<file path="src/rtl/core/adcss_pkg.sv">
// shared constants, codes and types of the adc scan sequencer
`default_nettype none

package adcss_pkg;

    localparam int NUM_CHANNELS = 16;
    localparam int CH_W  = (NUM_CHANNELS > 1) ? $clog2(NUM_CHANNELS) : 1;
    localparam int CNT_W = $clog2(NUM_CHANNELS + 1);

    localparam int FUNC_W   = 2;
    localparam int CHAN_W   = 8;
    localparam int SET_W    = 8;
    localparam int SMP_W    = 16;
    localparam int OUT_CH_W = 4;

    // request function codes
    localparam logic [FUNC_W-1:0] FN_ENABLE = 2'd0;
    localparam logic [FUNC_W-1:0] FN_TICK   = 2'd1;
    localparam logic [FUNC_W-1:0] FN_DONE   = 2'd2;

    typedef enum logic {
        ST_IDLE,
        ST_EXEC
    } t_state;

    // access bundle from the sequencer to the list and sample stores
    typedef struct packed {
        logic             rd_en;
        logic [CH_W-1:0]  list_rd_addr;
        logic [CH_W-1:0]  smp_rd_addr;
        logic             list_we;
        logic [CH_W-1:0]  list_wr_addr;
        logic [CH_W-1:0]  list_wr_data;
        logic             smp_we;
        logic             smp_clr;
        logic [CH_W-1:0]  smp_wr_addr;
        logic [SMP_W-1:0] smp_wr_data;
    } t_mem_req;

    typedef struct packed {
        logic                error;
        logic                start_valid;
        logic [OUT_CH_W-1:0] start_channel;
        logic                config_valid;
        logic [OUT_CH_W-1:0] config_channel;
        logic [SET_W-1:0]    config_setting;
        logic [SMP_W-1:0]    read_value;
        logic                busy_res;
    } t_result;

endpackage

`default_nettype wire

</file>
<file path="src/rtl/core/adcss_req_if.sv">
// request channel of the adc scan sequencer
`default_nettype none

interface adcss_req_if;
    logic                         valid;
    logic                         ready;
    logic [adcss_pkg::FUNC_W-1:0] func;
    logic [adcss_pkg::CHAN_W-1:0] channel;
    logic [adcss_pkg::SET_W-1:0]  setting;
    logic [adcss_pkg::SMP_W-1:0]  sample;

    modport source (output valid, func, channel, setting, sample, input ready);
    modport sink   (input valid, func, channel, setting, sample, output ready);
endinterface

`default_nettype wire

</file>
<file path="src/rtl/core/adcss_rsp_if.sv">
// result channel of the adc scan sequencer
`default_nettype none

interface adcss_rsp_if;
    logic                           valid;
    logic                           ready;
    logic                           error;
    logic                           start_valid;
    logic [adcss_pkg::OUT_CH_W-1:0] start_channel;
    logic                           config_valid;
    logic [adcss_pkg::OUT_CH_W-1:0] config_channel;
    logic [adcss_pkg::SET_W-1:0]    config_setting;
    logic [adcss_pkg::SMP_W-1:0]    read_value;
    logic                           busy_res;

    modport source (output valid, error, start_valid, start_channel, config_valid,
                    config_channel, config_setting, read_value, busy_res,
                    input ready);
    modport sink   (input valid, error, start_valid, start_channel, config_valid,
                    config_channel, config_setting, read_value, busy_res,
                    output ready);
endinterface

`default_nettype wire

</file>
<file path="src/rtl/core/adcss_store.sv">
// scan list memory and per-channel sample memory with valid bits
`default_nettype none

module adcss_store (
    input  wire logic                         i_clk,
    input  wire logic                         i_rst_n,
    input  wire adcss_pkg::t_mem_req          i_mem,
    output logic [adcss_pkg::CH_W-1:0]        o_list_rd_data,
    output logic [adcss_pkg::SMP_W-1:0]       o_smp_rd_data
);
    import adcss_pkg::*;

    logic [CH_W-1:0]         r_list_mem [NUM_CHANNELS];
    logic [SMP_W-1:0]        r_smp_mem  [NUM_CHANNELS];
    logic [NUM_CHANNELS-1:0] r_smp_ok;
    logic [CH_W-1:0]         r_list_rd;
    logic [SMP_W-1:0]        r_smp_rd;
    logic                    r_smp_rd_ok;

    always_ff @(posedge i_clk) begin
        if (i_mem.list_we) begin
            r_list_mem[i_mem.list_wr_addr] <= i_mem.list_wr_data;
        end
        if (i_mem.smp_we) begin
            r_smp_mem[i_mem.smp_wr_addr] <= i_mem.smp_wr_data;
        end
        if (i_mem.rd_en) begin
            r_list_rd <= r_list_mem[i_mem.list_rd_addr];
            r_smp_rd  <= r_smp_mem[i_mem.smp_rd_addr];
        end
    end

    // a channel never written since reset or since it was listed reads as zero
    always_ff @(posedge i_clk) begin
        if (!i_rst_n) begin
            r_smp_ok    <= '0;
            r_smp_rd_ok <= 1'b0;
        end else begin
            if (i_mem.smp_we) begin
                r_smp_ok[i_mem.smp_wr_addr] <= 1'b1;
            end else if (i_mem.smp_clr) begin
                r_smp_ok[i_mem.smp_wr_addr] <= 1'b0;
            end
            if (i_mem.rd_en) begin
                r_smp_rd_ok <= r_smp_ok[i_mem.smp_rd_addr];
            end
        end
    end

    assign o_list_rd_data = r_list_rd;
    assign o_smp_rd_data  = r_smp_rd_ok ? r_smp_rd : '0;

endmodule

`default_nettype wire

</file>
<file path="src/rtl/core/adc_scan_sequencer_top.sv">
// adc scan sequencer: channel list, scan control and sample read-back
//
//  port    dir  modport  moves
//  i_req   in   sink     func, channel, setting, sample
//  o_rsp   out  source   one result per request
//
// the accept edge of a request launches the list and sample memory reads, and
// the execute state then uses the read data and writes back.
// reset leaves the list empty, all samples reading zero and no scan running.
// a result waiting in the output register does not block the next accept;
// the execute cycle holds until that register is free.
`default_nettype none

module adc_scan_sequencer_top (
    input  wire logic   i_clk,
    input  wire logic   i_rst_n,
    adcss_req_if.sink   i_req,
    adcss_rsp_if.source o_rsp
);
    import adcss_pkg::*;

    t_state                  r_state, n_state;
    logic [FUNC_W-1:0]       r_func;
    logic [CHAN_W-1:0]       r_ch;
    logic [SET_W-1:0]        r_setting;
    logic [SMP_W-1:0]        r_smp;
    logic [NUM_CHANNELS-1:0] r_mask, n_mask;
    logic [CNT_W-1:0]        r_list_count, n_list_count;
    logic [CNT_W-1:0]        r_scan_index, n_scan_index;
    logic [CH_W-1:0]         r_active, n_active;
    logic                    r_running, n_running;
    t_result                 r_out, n_out;
    logic                    r_out_valid, n_out_valid;

    t_mem_req                mem;
    logic [CH_W-1:0]         list_rd_data;
    logic [SMP_W-1:0]        smp_rd_data;
    logic                    accept;
    logic                    fire;
    logic                    in_range;
    logic [CH_W-1:0]         chi;
    logic [CNT_W-1:0]        next_idx;
    logic                    smp_fwd;
    logic                    smp_zero;

    adcss_store u_store (
        .i_clk          (i_clk),
        .i_rst_n        (i_rst_n),
        .i_mem          (mem),
        .o_list_rd_data (list_rd_data),
        .o_smp_rd_data  (smp_rd_data)
    );

    assign i_req.ready = (r_state == ST_IDLE);
    assign accept      = i_req.valid && i_req.ready;
    assign fire        = (r_state == ST_EXEC) && (!r_out_valid || o_rsp.ready);
    assign in_range    = {1'b0, r_ch} < (CHAN_W + 1)'(NUM_CHANNELS);
    assign chi         = r_ch[CH_W-1:0];
    assign next_idx    = r_scan_index + CNT_W'(1);

    always_ff @(posedge i_clk) begin
        if (accept) begin
            r_func    <= i_req.func;
            r_ch      <= i_req.channel;
            r_setting <= i_req.setting;
            r_smp     <= i_req.sample;
        end
        r_out <= n_out;
    end

    always_ff @(posedge i_clk) begin
        if (!i_rst_n) begin
            r_state      <= ST_IDLE;
            r_mask       <= '0;
            r_list_count <= '0;
            r_scan_index <= '0;
            r_active     <= '0;
            r_running    <= 1'b0;
            r_out_valid  <= 1'b0;
        end else begin
            r_state      <= n_state;
            r_mask       <= n_mask;
            r_list_count <= n_list_count;
            r_scan_index <= n_scan_index;
            r_active     <= n_active;
            r_running    <= n_running;
            r_out_valid  <= n_out_valid;
        end
    end

    always_comb begin
        n_state      = r_state;
        n_mask       = r_mask;
        n_list_count = r_list_count;
        n_scan_index = r_scan_index;
        n_active     = r_active;
        n_running    = r_running;
        n_out        = r_out;
        n_out_valid  = r_out_valid && !o_rsp.ready;
        smp_fwd      = 1'b0;
        smp_zero     = 1'b0;

        mem              = '0;
        mem.rd_en        = accept;
        // tick needs the list head, done needs the next list entry
        mem.list_rd_addr = (i_req.func == FN_DONE) ? CH_W'(next_idx) : '0;
        mem.smp_rd_addr  = CH_W'(i_req.channel);
        mem.smp_wr_data  = r_smp;

        case (r_state)
            ST_IDLE: begin
                if (accept) begin
                    n_state = ST_EXEC;
                end
            end
            ST_EXEC: begin
                if (fire) begin
                    n_state     = ST_IDLE;
                    n_out_valid = 1'b1;
                    n_out       = '0;
                    case (r_func)
                        FN_ENABLE: begin
                            if (!in_range) begin
                                n_out.error = 1'b1;
                            end else if (r_mask[chi]) begin
                                n_out.config_valid   = 1'b1;
                                n_out.config_channel = OUT_CH_W'(chi);
                                n_out.config_setting = r_setting;
                            end else if (r_list_count < CNT_W'(NUM_CHANNELS)) begin
                                mem.list_we          = 1'b1;
                                mem.list_wr_addr     = CH_W'(r_list_count);
                                mem.list_wr_data     = chi;
                                mem.smp_clr          = 1'b1;
                                mem.smp_wr_addr      = chi;
                                n_list_count         = r_list_count + CNT_W'(1);
                                n_mask[chi]          = 1'b1;
                                smp_zero             = 1'b1;
                                n_out.config_valid   = 1'b1;
                                n_out.config_channel = OUT_CH_W'(chi);
                                n_out.config_setting = r_setting;
                            end
                        end
                        FN_TICK: begin
                            if (r_list_count != '0 && !r_running) begin
                                n_scan_index        = '0;
                                n_active            = list_rd_data;
                                n_running           = 1'b1;
                                n_out.start_valid   = 1'b1;
                                n_out.start_channel = OUT_CH_W'(list_rd_data);
                            end
                        end
                        FN_DONE: begin
                            if (r_running) begin
                                mem.smp_we      = 1'b1;
                                mem.smp_wr_addr = r_active;
                                smp_fwd         = (r_active == chi);
                                if (next_idx < r_list_count) begin
                                    n_scan_index        = next_idx;
                                    n_active            = list_rd_data;
                                    n_out.start_valid   = 1'b1;
                                    n_out.start_channel = OUT_CH_W'(list_rd_data);
                                end else begin
                                    n_scan_index = '0;
                                    n_running    = 1'b0;
                                end
                            end
                        end
                        default: begin
                        end
                    endcase
                    // read-back sees this request's own write to the channel
                    if (!in_range || smp_zero) begin
                        n_out.read_value = '0;
                    end else if (smp_fwd) begin
                        n_out.read_value = r_smp;
                    end else begin
                        n_out.read_value = smp_rd_data;
                    end
                    n_out.busy_res = n_running;
                end
            end
            default: begin
                n_state = ST_IDLE;
            end
        endcase
    end

    assign o_rsp.valid          = r_out_valid;
    assign o_rsp.error          = r_out.error;
    assign o_rsp.start_valid    = r_out.start_valid;
    assign o_rsp.start_channel  = r_out.start_channel;
    assign o_rsp.config_valid   = r_out.config_valid;
    assign o_rsp.config_channel = r_out.config_channel;
    assign o_rsp.config_setting = r_out.config_setting;
    assign o_rsp.read_value     = r_out.read_value;
    assign o_rsp.busy_res       = r_out.busy_res;

    a_count_is_mask: assert property (@(posedge i_clk) disable iff (!i_rst_n)
        $countones(r_mask) == int'(r_list_count))
        else $error("list count does not match enabled channels");

    a_index_in_list: assert property (@(posedge i_clk) disable iff (!i_rst_n)
        r_running |-> (r_scan_index < r_list_count))
        else $error("scan index beyond list while running");

    a_idle_index: assert property (@(posedge i_clk) disable iff (!i_rst_n)
        !r_running |-> (r_scan_index == '0))
        else $error("scan index not cleared while idle");

    a_accept_exec: assert property (@(posedge i_clk) disable iff (!i_rst_n)
        accept |=> (r_state == ST_EXEC))
        else $error("accepted request did not enter execute");

    a_busy_matches: assert property (@(posedge i_clk) disable iff (!i_rst_n)
        fire |=> (r_out.busy_res == r_running))
        else $error("reported busy differs from scan state");

endmodule

`default_nettype wire

</file>
<file path="src/flat_wrapper.sv">
// flat-port wrapper written by rule: the top's interface ports become plain ports
module adc_scan_sequencer_top_flat import adcss_pkg::*;
  (i_clk, i_rst_n, i_req_valid, i_req_func, i_req_channel, i_req_setting, i_req_sample, i_req_ready, o_rsp_valid, o_rsp_error, o_rsp_start_valid, o_rsp_start_channel, o_rsp_config_valid, o_rsp_config_channel, o_rsp_config_setting, o_rsp_read_value, o_rsp_busy_res, o_rsp_ready);
  adcss_req_if i_req_i ();
  adcss_rsp_if o_rsp_i ();
  input  wire logic i_clk;
  input  wire logic i_rst_n;
  input wire logic [$bits(i_req_i.valid)-1:0] i_req_valid;
  input wire logic [$bits(i_req_i.func)-1:0] i_req_func;
  input wire logic [$bits(i_req_i.channel)-1:0] i_req_channel;
  input wire logic [$bits(i_req_i.setting)-1:0] i_req_setting;
  input wire logic [$bits(i_req_i.sample)-1:0] i_req_sample;
  output wire logic [$bits(i_req_i.ready)-1:0] i_req_ready;
  output wire logic [$bits(o_rsp_i.valid)-1:0] o_rsp_valid;
  output wire logic [$bits(o_rsp_i.error)-1:0] o_rsp_error;
  output wire logic [$bits(o_rsp_i.start_valid)-1:0] o_rsp_start_valid;
  output wire logic [$bits(o_rsp_i.start_channel)-1:0] o_rsp_start_channel;
  output wire logic [$bits(o_rsp_i.config_valid)-1:0] o_rsp_config_valid;
  output wire logic [$bits(o_rsp_i.config_channel)-1:0] o_rsp_config_channel;
  output wire logic [$bits(o_rsp_i.config_setting)-1:0] o_rsp_config_setting;
  output wire logic [$bits(o_rsp_i.read_value)-1:0] o_rsp_read_value;
  output wire logic [$bits(o_rsp_i.busy_res)-1:0] o_rsp_busy_res;
  input wire logic [$bits(o_rsp_i.ready)-1:0] o_rsp_ready;
  assign i_req_i.valid = i_req_valid;
  assign i_req_i.func = i_req_func;
  assign i_req_i.channel = i_req_channel;
  assign i_req_i.setting = i_req_setting;
  assign i_req_i.sample = i_req_sample;
  assign i_req_ready = i_req_i.ready;
  assign o_rsp_valid = o_rsp_i.valid;
  assign o_rsp_error = o_rsp_i.error;
  assign o_rsp_start_valid = o_rsp_i.start_valid;
  assign o_rsp_start_channel = o_rsp_i.start_channel;
  assign o_rsp_config_valid = o_rsp_i.config_valid;
  assign o_rsp_config_channel = o_rsp_i.config_channel;
  assign o_rsp_config_setting = o_rsp_i.config_setting;
  assign o_rsp_read_value = o_rsp_i.read_value;
  assign o_rsp_busy_res = o_rsp_i.busy_res;
  assign o_rsp_i.ready = o_rsp_ready;
  adc_scan_sequencer_top u_core (.i_clk(i_clk), .i_rst_n(i_rst_n), .i_req(i_req_i), .o_rsp(o_rsp_i));
endmodule
</file>
<file path="config.mk">
export PLATFORM = sky130hd
export DESIGN_NAME = adc_scan_sequencer_top_flat
export DESIGN_NICKNAME = d
export VERILOG_FILES = /design/src/rtl/core/adcss_pkg.sv /design/src/rtl/core/adcss_req_if.sv /design/src/rtl/core/adcss_rsp_if.sv /design/src/rtl/core/adcss_store.sv /design/src/rtl/core/adc_scan_sequencer_top.sv /design/src/flat_wrapper.sv
export SDC_FILE = /design/constraint.sdc
export NUM_CORES = 1
export LEC_CHECK = 0
export BUFFER_PORTS_ARGS = -buffer_cell sky130_fd_sc_hd__buf_2
export CAP_MARGIN = 25
export CORE_MARGIN = 2
export CORE_UTILIZATION = 35
export DETAILED_ROUTE_END_ITERATION = 8
export GPL_TIMING_DRIVEN = 0
export PLACE_DENSITY_LB_ADDON = 0.1
export SLEW_MARGIN = 20
export SYNTH_ARGS = -nofsm -noshare
export SYNTH_HDL_FRONTEND = slang
export SYNTH_SLANG_ARGS = --single-unit
</file>
<file path="constraint.sdc">
create_clock -name i_clk -period 4.35 [get_ports i_clk]
set_input_delay 0.435 -clock i_clk [delete_from_list [all_inputs] [get_ports i_clk]]
set_output_delay 0.435 -clock i_clk [all_outputs]
set_load 0.01 [all_outputs]
</file>
---- Word level (Yosys, flattened, before mapping) ----
Memory sizes are Yosys's and may differ from the RTL's. A register that Yosys moved wholly into a read port is not among the register bits.
Index checks and enable logic that the tools add are counted.
operators by class
  $add $sub $neg .......................... 2
  order comparisons ....................... 8
  equality and inequality tests ........... 7
  mux-type cells .......................... 65
  bitwise logic cells ..................... 6
  reduce and logical (&&, ||, !) cells .... 21
operator list
  kind                                                                                  count
  16-bit two-way mux                                                                    4
  5-bit two-way mux                                                                     9
  9-bit two-way mux                                                                     4
  16-bit bitwise OR                                                                     2
  15-bit two-way mux                                                                    2
  1-bit two-way mux                                                                     29
  13-bit two-way mux                                                                    2
  4-bit two-way mux                                                                     5
  5-bit one-hot mux with 2 select lines                                                 2
  16-bit bitwise AND                                                                    1
  16-bit inverter                                                                       1
  4-bit one-hot mux with 2 select lines                                                 2
  4-bit by 5-bit < comparator with 1-bit output (second input constant)                 3
  6-bit AND reduction                                                                   2
  5-bit by 1-bit adder with 5-bit output (second input constant)                        2
  1-bit binary-select mux with 4-bit select                                             2
  1-bit demux with 4-bit select                                                         2
  4-bit by 1-bit greater-or-equal comparator with 1-bit output (second input constant)  2
  8-bit by 5-bit < comparator with 1-bit output (second input constant)                 1
  1-bit logical AND                                                                     6
  2-bit by 1-bit inequality test with 1-bit output (second input constant)              3
  5-bit < comparator                                                                    1
  5-bit < comparator (second input constant)                                            1
  5-bit AND reduction                                                                   1
  other kinds (11)                                                                      20
word-level totals
  bits in registers ....................... 120
  bits in writable memories ............... 320
  input bits .............................. 38
  output and inout port bits .............. 38
  logic and storage cells ................. 132
  memories kept ........................... 2
memories
  name                       depth  bits a word  rd ports  clocked after memory_dff  wr ports  RTL line           RTL
  u_core.u_store.r_smp_mem   16     16           1         1                         1         adcss_store.sv:14  logic [SMP_W-1:0] r_smp_mem [NUM_CHANNELS];
  u_core.u_store.r_list_mem  16     4            1         1                         1         adcss_store.sv:13  logic [CH_W-1:0] r_list_mem [NUM_CHANNELS];

---- Longest topological paths before layout ----
Gate-level depths: netlist of run 1.
  word-level depth ........................ 15
  mapped depth ............................ 11
  gate-level depth less buffers ........... 10

---- By module ----
From an unflattened synthesis of run 1, not the netlist that was laid out.
unflattened totals
  cells, all modules ...................... 957
  area total of the unflattened synthesis .. 18,187.4 µm²
modules (own cells, without submodules)
  module                  times used  cells each  area each (µm²)  sequential area each (µm²)
  adcss_store             1           605         13,788.2         10,550.1
  adc_scan_sequencer_top  1           352         4,399.2          2,762.6

---- Worst setup path before layout of run 1 ----
Ideal clock, no wire load.
  path kind ............................... input-to-reg
  from .................................... in i_req_valid
  to ...................................... reg u_core.u_store.r_smp_rd_ok
  library setup time ...................... 128 ps
  arrival time ............................ 3,281 ps
  required time ........................... 4,222 ps
  path slack .............................. 942 ps
  cell stages on the path ................. 3
  buffers on the path ..................... 0
  cell sequence ........................... nor2b_1 > mux2i_1 > nor2_1
on the way
  cells in the longest elaborated chain, start to end .. 1
ends and longest elaborated chain
  element               RTL line                      RTL
  start, declared       flat_wrapper.sv:8             input wire logic [$bits(i_req_i.valid)-1:0] i_req_valid;
  1-bit logical AND     adc_scan_sequencer_top.sv:55  assign accept = i_req.valid && i_req.ready;
  end signal, assigned  adcss_store.sv:45             r_smp_rd_ok <= r_smp_ok[i_mem.smp_rd_addr];
  end, declared         adcss_store.sv:18             logic r_smp_rd_ok;
No other way between the ends.
A chain may end at the register's enable or synchronous reset.

---- Worst setup path in the final report of run 1 ----
  from .................................... reg u_core.r_scan_index[0]
  to ...................................... reg u_core.r_out (netlist bit u_core.o_rsp.start_channel[3]) (data pin)
on the way
  cells in the longest elaborated chain, start to end .. 5
ends and longest elaborated chain
  element                                 RTL line                       RTL
  start, declared                         adc_scan_sequencer_top.sv:29   logic [CNT_W-1:0] r_scan_index, n_scan_index;
  start signal, assigned                  adc_scan_sequencer_top.sv:84   r_scan_index <= n_scan_index;
  5-bit by 1-bit adder with 5-bit output  adc_scan_sequencer_top.sv:59   assign next_idx = r_scan_index + CNT_W'(1);
  5-bit < comparator                      adc_scan_sequencer_top.sv:157  if (next_idx < r_list_count) begin
  5-bit two-way mux                       adc_scan_sequencer_top.sv:157
  5-bit two-way mux                       adc_scan_sequencer_top.sv:153  if (r_running) begin
  5-bit one-hot mux with 2 select lines   adc_scan_sequencer_top.sv:121  case (r_func)
  end signal, assigned                    adc_scan_sequencer_top.sv:68   r_out <= n_out;
  end, declared                           adc_scan_sequencer_top.sv:32   t_result r_out, n_out;
No other way between the ends.

==> results of run 1 <==
-- registers in the layout, summed over array words and instances, names as in the netlist, 2 cells and up, named ones only --
name / cells
u_core.u_store.r_smp_mem: 256
u_core.u_store.r_list_mem: 64
u_core.o_rsp.read_value: 16
u_core.r_mask: 16
u_core.r_smp: 16
u_core.u_store.r_smp_rd: 16
u_core.o_rsp.config_setting: 8
u_core.r_ch: 8
u_core.r_setting: 8
u_core.r_list_count: 5
u_core.r_scan_index: 5
u_core.o_rsp.config_channel: 4
u_core.o_rsp.start_channel: 4
u_core.r_active: 4
u_core.u_store.o_list_rd_data: 4
u_core.r_func: 2
-- per-layer routing --
metal	global-route usage [%]	wire length [um]	vias to the layer above
met3	2.46	2010	70
met5	0	0	-
met1	25.2	21800	5243
met2	29.7	23200	245
met4	5.85	1160	0
li1	-	-	4549
-- power groups by stage --
stage          Sequential [W]  Clock [W]  Combinational (W)
2_1_floorplan         0.00501          0           0.000200
3_3_place_gp          0.00503          0           0.000346
3_5_place_dp          0.00503          0           0.000370
4_1_cts               0.00493    0.00438           0.000388
5_1_grt               0.00494    0.00456           0.000411
6_report              0.00493    0.00426           0.000378
-- metrics by stage --
step	utilization, %	setup slack (ns)	std cells	total power [W]	TNS [ns]
after floorplan	-	0.942	1051	0.00521	0
after global placement	38.0	-2.00	1806	0.00538	-169.25
after detailed placement	38.8	0.315	1821	0.00540	0
after CTS	42.5	0.306	1943	0.00970	0
after global routing	42.6	0.322	1947	0.00991	0
final	42.6	0.627	1947	0.00957	0
-- worst max-delay path: stages, from the launching register on --
cell and delay, ns:
dfxtp_1 0.34, clkbuf_1 0.42, clkbuf_1 0.43, nand3_1 0.15
xnor2_1 0.36, ha_1 0.31, or4b_2 0.67, o31a_1 0.13
o31ai_1 0.26, a22o_1 0.34, and3_1 0.18
-- worst paths after layout --
path	endpoint	slack, ns	cells past startpoint
max	u_core.o_rsp.start_channel[3]	0.63	10
min	u_core.r_smp[1]	0.03	1
max reg2reg	u_core.o_rsp.start_channel[3]	0.63	10
min reg2reg	u_core.r_mask[8]	0.46	1
-- cell type report --
cell class	instances	share of cell area (%)
Clock buffer	68	6.30
Buffer	59	1.23
Sequential cell	460	60.7
Tap cell	680	3.88
Clock inverter	30	1.27
Inverter	25	0.428
Multi-Input combinational cell	507	21.5
Timing Repair Buffer	118	4.70
-- cells in the final DEF, fill, tap and decap left out, types with 5 or more instances in the layout --
master,Yosys,final
xnor2_1,7,7
nand2_1,48,48
nor2_1,52,45
edfxtp_1,410,410
nand4_1,5,5
nand2b_1,6,6
buf_6,4,7
and3_1,11,11
o211ai_1,11,11
a21oi_1,53,53
nor3_1,7,7
clkinv_2,0,10
buf_1,10,7
nand3_1,40,40
clkinv_1,1,11
clkbuf_16,0,53
nor2_4,0,6
dlygate4sd3_1,0,24
o31ai_1,6,6
ha_1,10,10
o21a_1,15,15
buf_16,0,12
mux2i_1,6,6
nor2b_1,9,8
inv_1,24,20
o21ai_0,30,30
mux4_2,95,95
or3_1,5,5
dfxtp_1,50,50
buf_2,4,83
clkbuf_1,40,50
and2_1,20,20
-- repair_timing --
item                       4_1_cts  5_1_grt
hold endpoints to repair        24        0
hold buffers                    24        0
setup endpoints to repair        0        0
-- logic make-up (layout without fill, tap and decap cells) --
kind of cell | count (synthesis) | in the layout | share of synthesized area [%]
DFF | 460 | 460 | 72.6
and+or+nand+nor | 228 | 228 | 6.28
buffers and inverters | 84 | 300 | 1.93
adders and majority gates | 10 | 10 | 0.682
muxes | 109 | 109 | 12.8
xor gates and xnor gates | 9 | 9 | 0.430
AOI/OAI and AO/OA | 151 | 151 | 5.34
==> results.py, run 1 <==
metrics = {
    "floorplan": {
        "die_w_um": 233,
        "rows": 83,
        "start_util_pct": 35.6,
        "ios": 76,
        "dieArea_um2": 54200,
        "core-area_um2": 51500,
        "fp.dieH_um": 233,
    },
    "synth": {
        "synth_top_area_cell": "edfxtp_1",
        "synthTopCellsByArea": "edfxtp_1 (67%), mux4_2 (12%), dfxtp_1 (5.5%)",
        "synth-edff-count": 410,
        "ys_warn_count": 0,
        "syn_nets": 1099,
        "synth_common_cells": "edfxtp_1 (410), mux4_2 (95), a21oi_1 (53), nor2_1 (52), dfxtp_1 (50)",
        "syn_avg_cell_area_um2": 17.5,
        "yosysUniqueCellTypes": 65,
        "seq_area_frac_synth_pct": 72.6,
        "synth_top_area_share_pct": 67.1,
        "ys_ff_latch": 460,
        "synth.most_common_cell": "edfxtp_1",
        "netlist_area_um2": 18300,
        "syn_inst": 1051,
        "async_reset_ff_share_pct": 0,
        "ys.flop_type": "edfxtp_1",
    },
    "power": {
        "p_comb_share_pct": 4.0,
        "pwr-share-seq_pct": 51.5,
        "p_per_area_nw_per_um2": 436,
        "p_leak_nw": 7.19,
        "clock_power_share_pct": 44.5,
        "switching_share_pct": 21.5,
        "switching_power_w": 0.00205,
        "max-vdd-ir-drop_mv": 0.306,
        "internal_power_w": 0.00752,
    },
    "grt": {
        "antenna_found_initial": 0,
        "grt_start_max_net_pins": 36,
        "grt-ovfl-total": 0,
        "grt_pass1_vias": 10497,
        "grt_pass1_wl_um": 70700,
        "track_usage_pct": 18.2,
    },
    "timing": {
        "fin_crit_ns": 3.72,
        "slew-limit-headroom_pct": 31.0,
        "rsz0062_at_grt": "false",
        "drv_slew": 0,
        "worstMarginPinSlew_ns": 1.03,
        "finalCritPeriodShare_pct": 85.6,
        "hold_viol": 0,
        "fmax_mhz": 269,
        "setup_viol": 0,
        "finClkSkew_ns": 0.0217,
        "hold_ws_ns": 0.0287,
    },
    "clock_tree": {
        "clk_latency_ns": 0.60,
        "cts_setup_buffers": 0,
        "clkTransAtPathRegs_ns": 0.06,
        "cts_tree": "done",
        "ctsResizeCount": 0,
        "cts_buffers": 52,
        "cts-htree-levels": 2,
        "clk_path_buf_depth": 3,
        "root_buffer": "clkbuf_16",
        "cts_sinks": 460,
    },
    "route": {
        "route.vias.total": 10107,
        "drt_iter0_markers": 899,
        "routed_wl_um": 48200,
        "drt-wirelength-per-cell_um": 24.7,
        "ant_nets": 0,
        "drc": 0,
        "viasPerCell": 5.19,
        "dr.pass1.iters": 5,
    },
    "setup_path": {
        "crit_start": "u_core.r_scan_index[0]",
        "path_max_fanout": 10,
        "reg2reg_from": "u_core.r_scan_index[0]",
        "start_kind": "flip-flop",
        "critPathKind": "flip-flop to flip-flop",
        "worstPathArrival_ns": 4.18,
        "required_ns": 4.81,
        "cp-end-kind": "flip-flop",
    },
    "outcome": {
        "status": "finished clean",
    },
    "cells_and_area": {
        "fillerInstances": 4656,
        "drive_gt1_share_pct": 24.4,
        "seq_area_um2": 13300,
        "n_antenna_cell": 0,
        "area_growth_pct": 19.7,
        "multi_input_area_um2": 4730,
        "fin_area_um2": 21900,
        "finalNetCount": 1271,
    },
    "worst_hold_path": {
        "hp-start": "i_req_sample[1]",
        "min_path_type": "input pin to flip-flop",
    },
    "place": {
        "gp_congestion": 0.786,
        "port_buffers": 75,
        "place_area_um2": 20000,
        "hpwlAfterDp_um": 30400,
    },
    "job": {
        "cap_violations": 0,
    },
}
Power figures use the tool's default switching activity.
==> run 2, diff against run 1 <==
- SYNTH_HIERARCHICAL: not set -> 1
==> results.py, run 2 <==
metrics = {
    "setup_path": {
        "crit_path_max_incr_delay_ns": 0.61,
        "required_ns": 4.65,
        "cp-end-kind": "flip-flop",
        "reg2reg_from": "u_core/r_ch[1]",
        "path_max_fanout": 17,
        "timing.rr.end": "u_core/u_store/r_smp_mem[14][11]",
        "reg2reg_slack_ns": 0.42,
        "slowest_stage": "mux4_2",
        "worstPathArrival_ns": 4.23,
        "crit_chain": "buf_6 -> mux4_2 -> mux4_2 -> nor2_4 -> and2_2 -> a21o_1 -> nor2b_1 -> nand2_1 -> nor2_4 -> buf_16",
        "ff2ff_path_depth": 10,
        "critPathKind": "flip-flop to flip-flop",
        "start_kind": "flip-flop",
    },
    "clock_tree": {
        "root_buffer": "clkbuf_16",
        "cts_sinks": 460,
        "cts-htree-levels": 2,
        "clk_latency_ns": 0.60,
        "cts_buffers": 50,
        "clkTransAtPathRegs_ns": 0.06,
        "clk_path_buf_depth": 3,
        "cts_tree": "done",
    },
    "route": {
        "drc": 0,
        "drt_iter0_markers": 685,
        "route.vias.total": 9268,
        "drt-wirelength-per-cell_um": 23.5,
        "ant_nets": 0,
        "dr.pass1.iters": 5,
        "viasPerCell": 5.01,
        "routed_wl_um": 43400,
    },
    "floorplan": {
        "dieArea_um2": 53800,
        "rows": 83,
        "core-area_um2": 51300,
        "start_util_pct": 35.5,
        "fp.dieH_um": 232,
        "die_w_um": 232,
        "ios": 76,
    },
    "place": {
        "port_buffers": 74,
        "hpwlAfterDp_um": 27400,
        "numPlacedInstances": 1726,
        "place_ws_ns": -0.0970,
        "gp_congestion": 0.759,
    },
    "cells_and_area": {
        "finalNetCount": 1177,
        "drive_gt1_share_pct": 25.6,
        "area_growth_pct": 20.9,
        "stdcell_count": 1851,
        "largest_register_ffs": 256,
        "top_regs": "u_core/u_store/r_smp_mem (256), u_core/u_store/r_list_mem (64)",
        "regMostFlops": "u_core/u_store/r_smp_mem",
        "final_cell_mix": "edfxtp_1 (410), mux4_2 (87), buf_2 (81)",
        "fin_util_pct": 42.9,
        "n_antenna_cell": 0,
        "layout_commonest_cell": "edfxtp_1",
    },
    "synth": {
        "synth_common_cells": "edfxtp_1 (410), mux4_2 (87), nor2_1 (65), dfxtp_1 (50), and2_1 (37)",
        "syn_avg_cell_area_um2": 19.0,
        "ys_ff_latch": 460,
        "synth_top_area_cell": "edfxtp_1",
        "async_reset_ff_share_pct": 0,
        "ys.flop_type": "edfxtp_1",
        "syn_nets": 1005,
        "seq_area_frac_synth_pct": 73.2,
        "ys_warn_count": 6,
        "yosysUniqueCellTypes": 52,
        "synth_top_area_share_pct": 67.7,
        "netlist_area_um2": 18200,
        "synth.most_common_cell": "edfxtp_1",
        "synthTopCellsByArea": "edfxtp_1 (68%), mux4_2 (11%), dfxtp_1 (5.5%)",
        "synth-edff-count": 410,
        "syn_inst": 957,
    },
    "timing": {
        "worstMarginPinSlew_ns": 0.996,
        "drv_slew": 0,
        "setup_viol": 0,
        "finalCritPeriodShare_pct": 90.3,
        "slew-limit-headroom_pct": 33.6,
        "fin_crit_ns": 3.93,
        "fin_ws_ns": 0.424,
        "fmax_mhz": 255,
        "hold_viol": 0,
        "finClkSkew_ns": 0.0274,
        "setup_tns_ns": 0,
        "rsz0062_at_grt": "false",
    },
    "worst_hold_path": {
        "min_path_type": "input pin to flip-flop",
        "hold-path-endpoint": "u_core/r_func[0]",
        "hold_depth": 1,
        "hp-start": "i_req_func[0]",
    },
    "power": {
        "max-vdd-ir-drop_mv": 0.306,
        "finalPower_w": 0.00960,
        "p_comb_share_pct": 3.7,
        "p_leak_nw": 7.28,
        "internal_power_w": 0.00762,
        "switching_power_w": 0.00198,
        "p_per_area_nw_per_um2": 436,
        "switching_share_pct": 20.6,
        "pwr-share-seq_pct": 51.3,
        "clock_power_share_pct": 45.0,
    },
    "grt": {
        "track_usage_pct": 16.4,
        "grt-ovfl-total": 0,
        "grt_pass1_wl_um": 63500,
        "grt_pass1_vias": 9464,
        "antenna_found_initial": 0,
        "grt_start_max_net_pins": 39,
    },
    "outcome": {
        "status": "finished clean",
    },
    "job": {
        "cap_violations": 0,
    },
}
run 2: cell count changes after synthesis, moves of 18 or more:
| cell | change |
|---|---|
| mux2i_1 | +21 |
| o21a_1 | +18 |
| a21oi_1 | -48 |
| nand2_1 | -18 |
| o21ai_0 | -27 |
| nand3_1 | -28 |
run 2: area by class of cell:
| cell class | count | area (um2) |
|---|---|---|
| clock inverter | 27 | 325 |
| timing repair buffer | 120 | 1120 |
| tap | 680 | 851 |
| multi-input combinational | 433 | 4680 |
| clock buffer | 67 | 1380 |
| inverter | 20 | 77.6 |
| fill | 4553 | 29300 |
| buffer | 44 | 258 |
| sequential | 460 | 13300 |
run 2: metal layers:
metal	routed length, um	global-route usage (%)
met4	872	4.57
met5	0	0
met3	1590	2.52
met1	20800	23.6
met2	20100	25.8
run 2: metrics by stage:
step,area (um2),hold slack [ns]
6_report,22000,0.0385
5_1_grt,22000,0.0165
4_1_cts,22000,0.000243
3_5_place_dp,19900,0.477
3_3_place_gp,19400,0.465
2_1_floorplan,18200,0.450
run 2: timing repair:
| action | 4_1_cts | 5_1_grt |
|---|---|---|
| gates resized for setup | 1 | 5 |
| pin swaps | 3 | 0 |
| setup endpoints to repair | 53 | 172 |
| hold endpoints to repair | 26 | 0 |
| setup buffers | 5 | 0 |
| hold buffers | 26 | 0 |
run 2: logic make-up after synthesis:
logic type | synth area share, %
AOI/OAI and AO/OA | 3.00
xor gates and xnor gates | 0.482
adders and majority gates | 0.688
buffers and inverters | 1.82
DFF | 73.2
muxes | 15.2
and+or+nand+nor | 5.60
run 2: power by group through the flow:
stage | combinational, W | clock [W] | sequential [W]
after detailed placement | 0.000346 | 0 | 0.00502
after CTS | 0.000365 | 0.00446 | 0.00492
after global routing | 0.000384 | 0.00464 | 0.00493
final | 0.000356 | 0.00432 | 0.00492
after global placement | 0.000334 | 0 | 0.00502
after floorplan | 0.000198 | 0 | 0.00500
run 2: worst max-delay path: cells and delay by family, from the launching register on:
family                 cells  cell delay (ns)
muxes                      2             1.14
and+or+nand+nor            5             1.52
AOI/OAI and AO/OA          1             0.20
DFF                        1             0.37
buffers and inverters      2             0.38
run 2: worst max-delay path by stage:
stage                              start                                to  depth (start not counted)
after floorplan              i_req_valid        u_core/u_store/r_smp_rd_ok                          5
after global placement       i_req_valid        u_core/u_store/r_smp_rd_ok                          6
after detailed placement  u_core/r_ch[2]   u_core/u_store/r_smp_mem[2][15]                          9
after CTS                 u_core/r_ch[2]   u_core/u_store/r_smp_mem[13][5]                         10
after global routing      u_core/r_ch[1]  u_core/u_store/r_smp_mem[14][11]                         10
final                     u_core/r_ch[1]  u_core/u_store/r_smp_mem[14][11]                         10
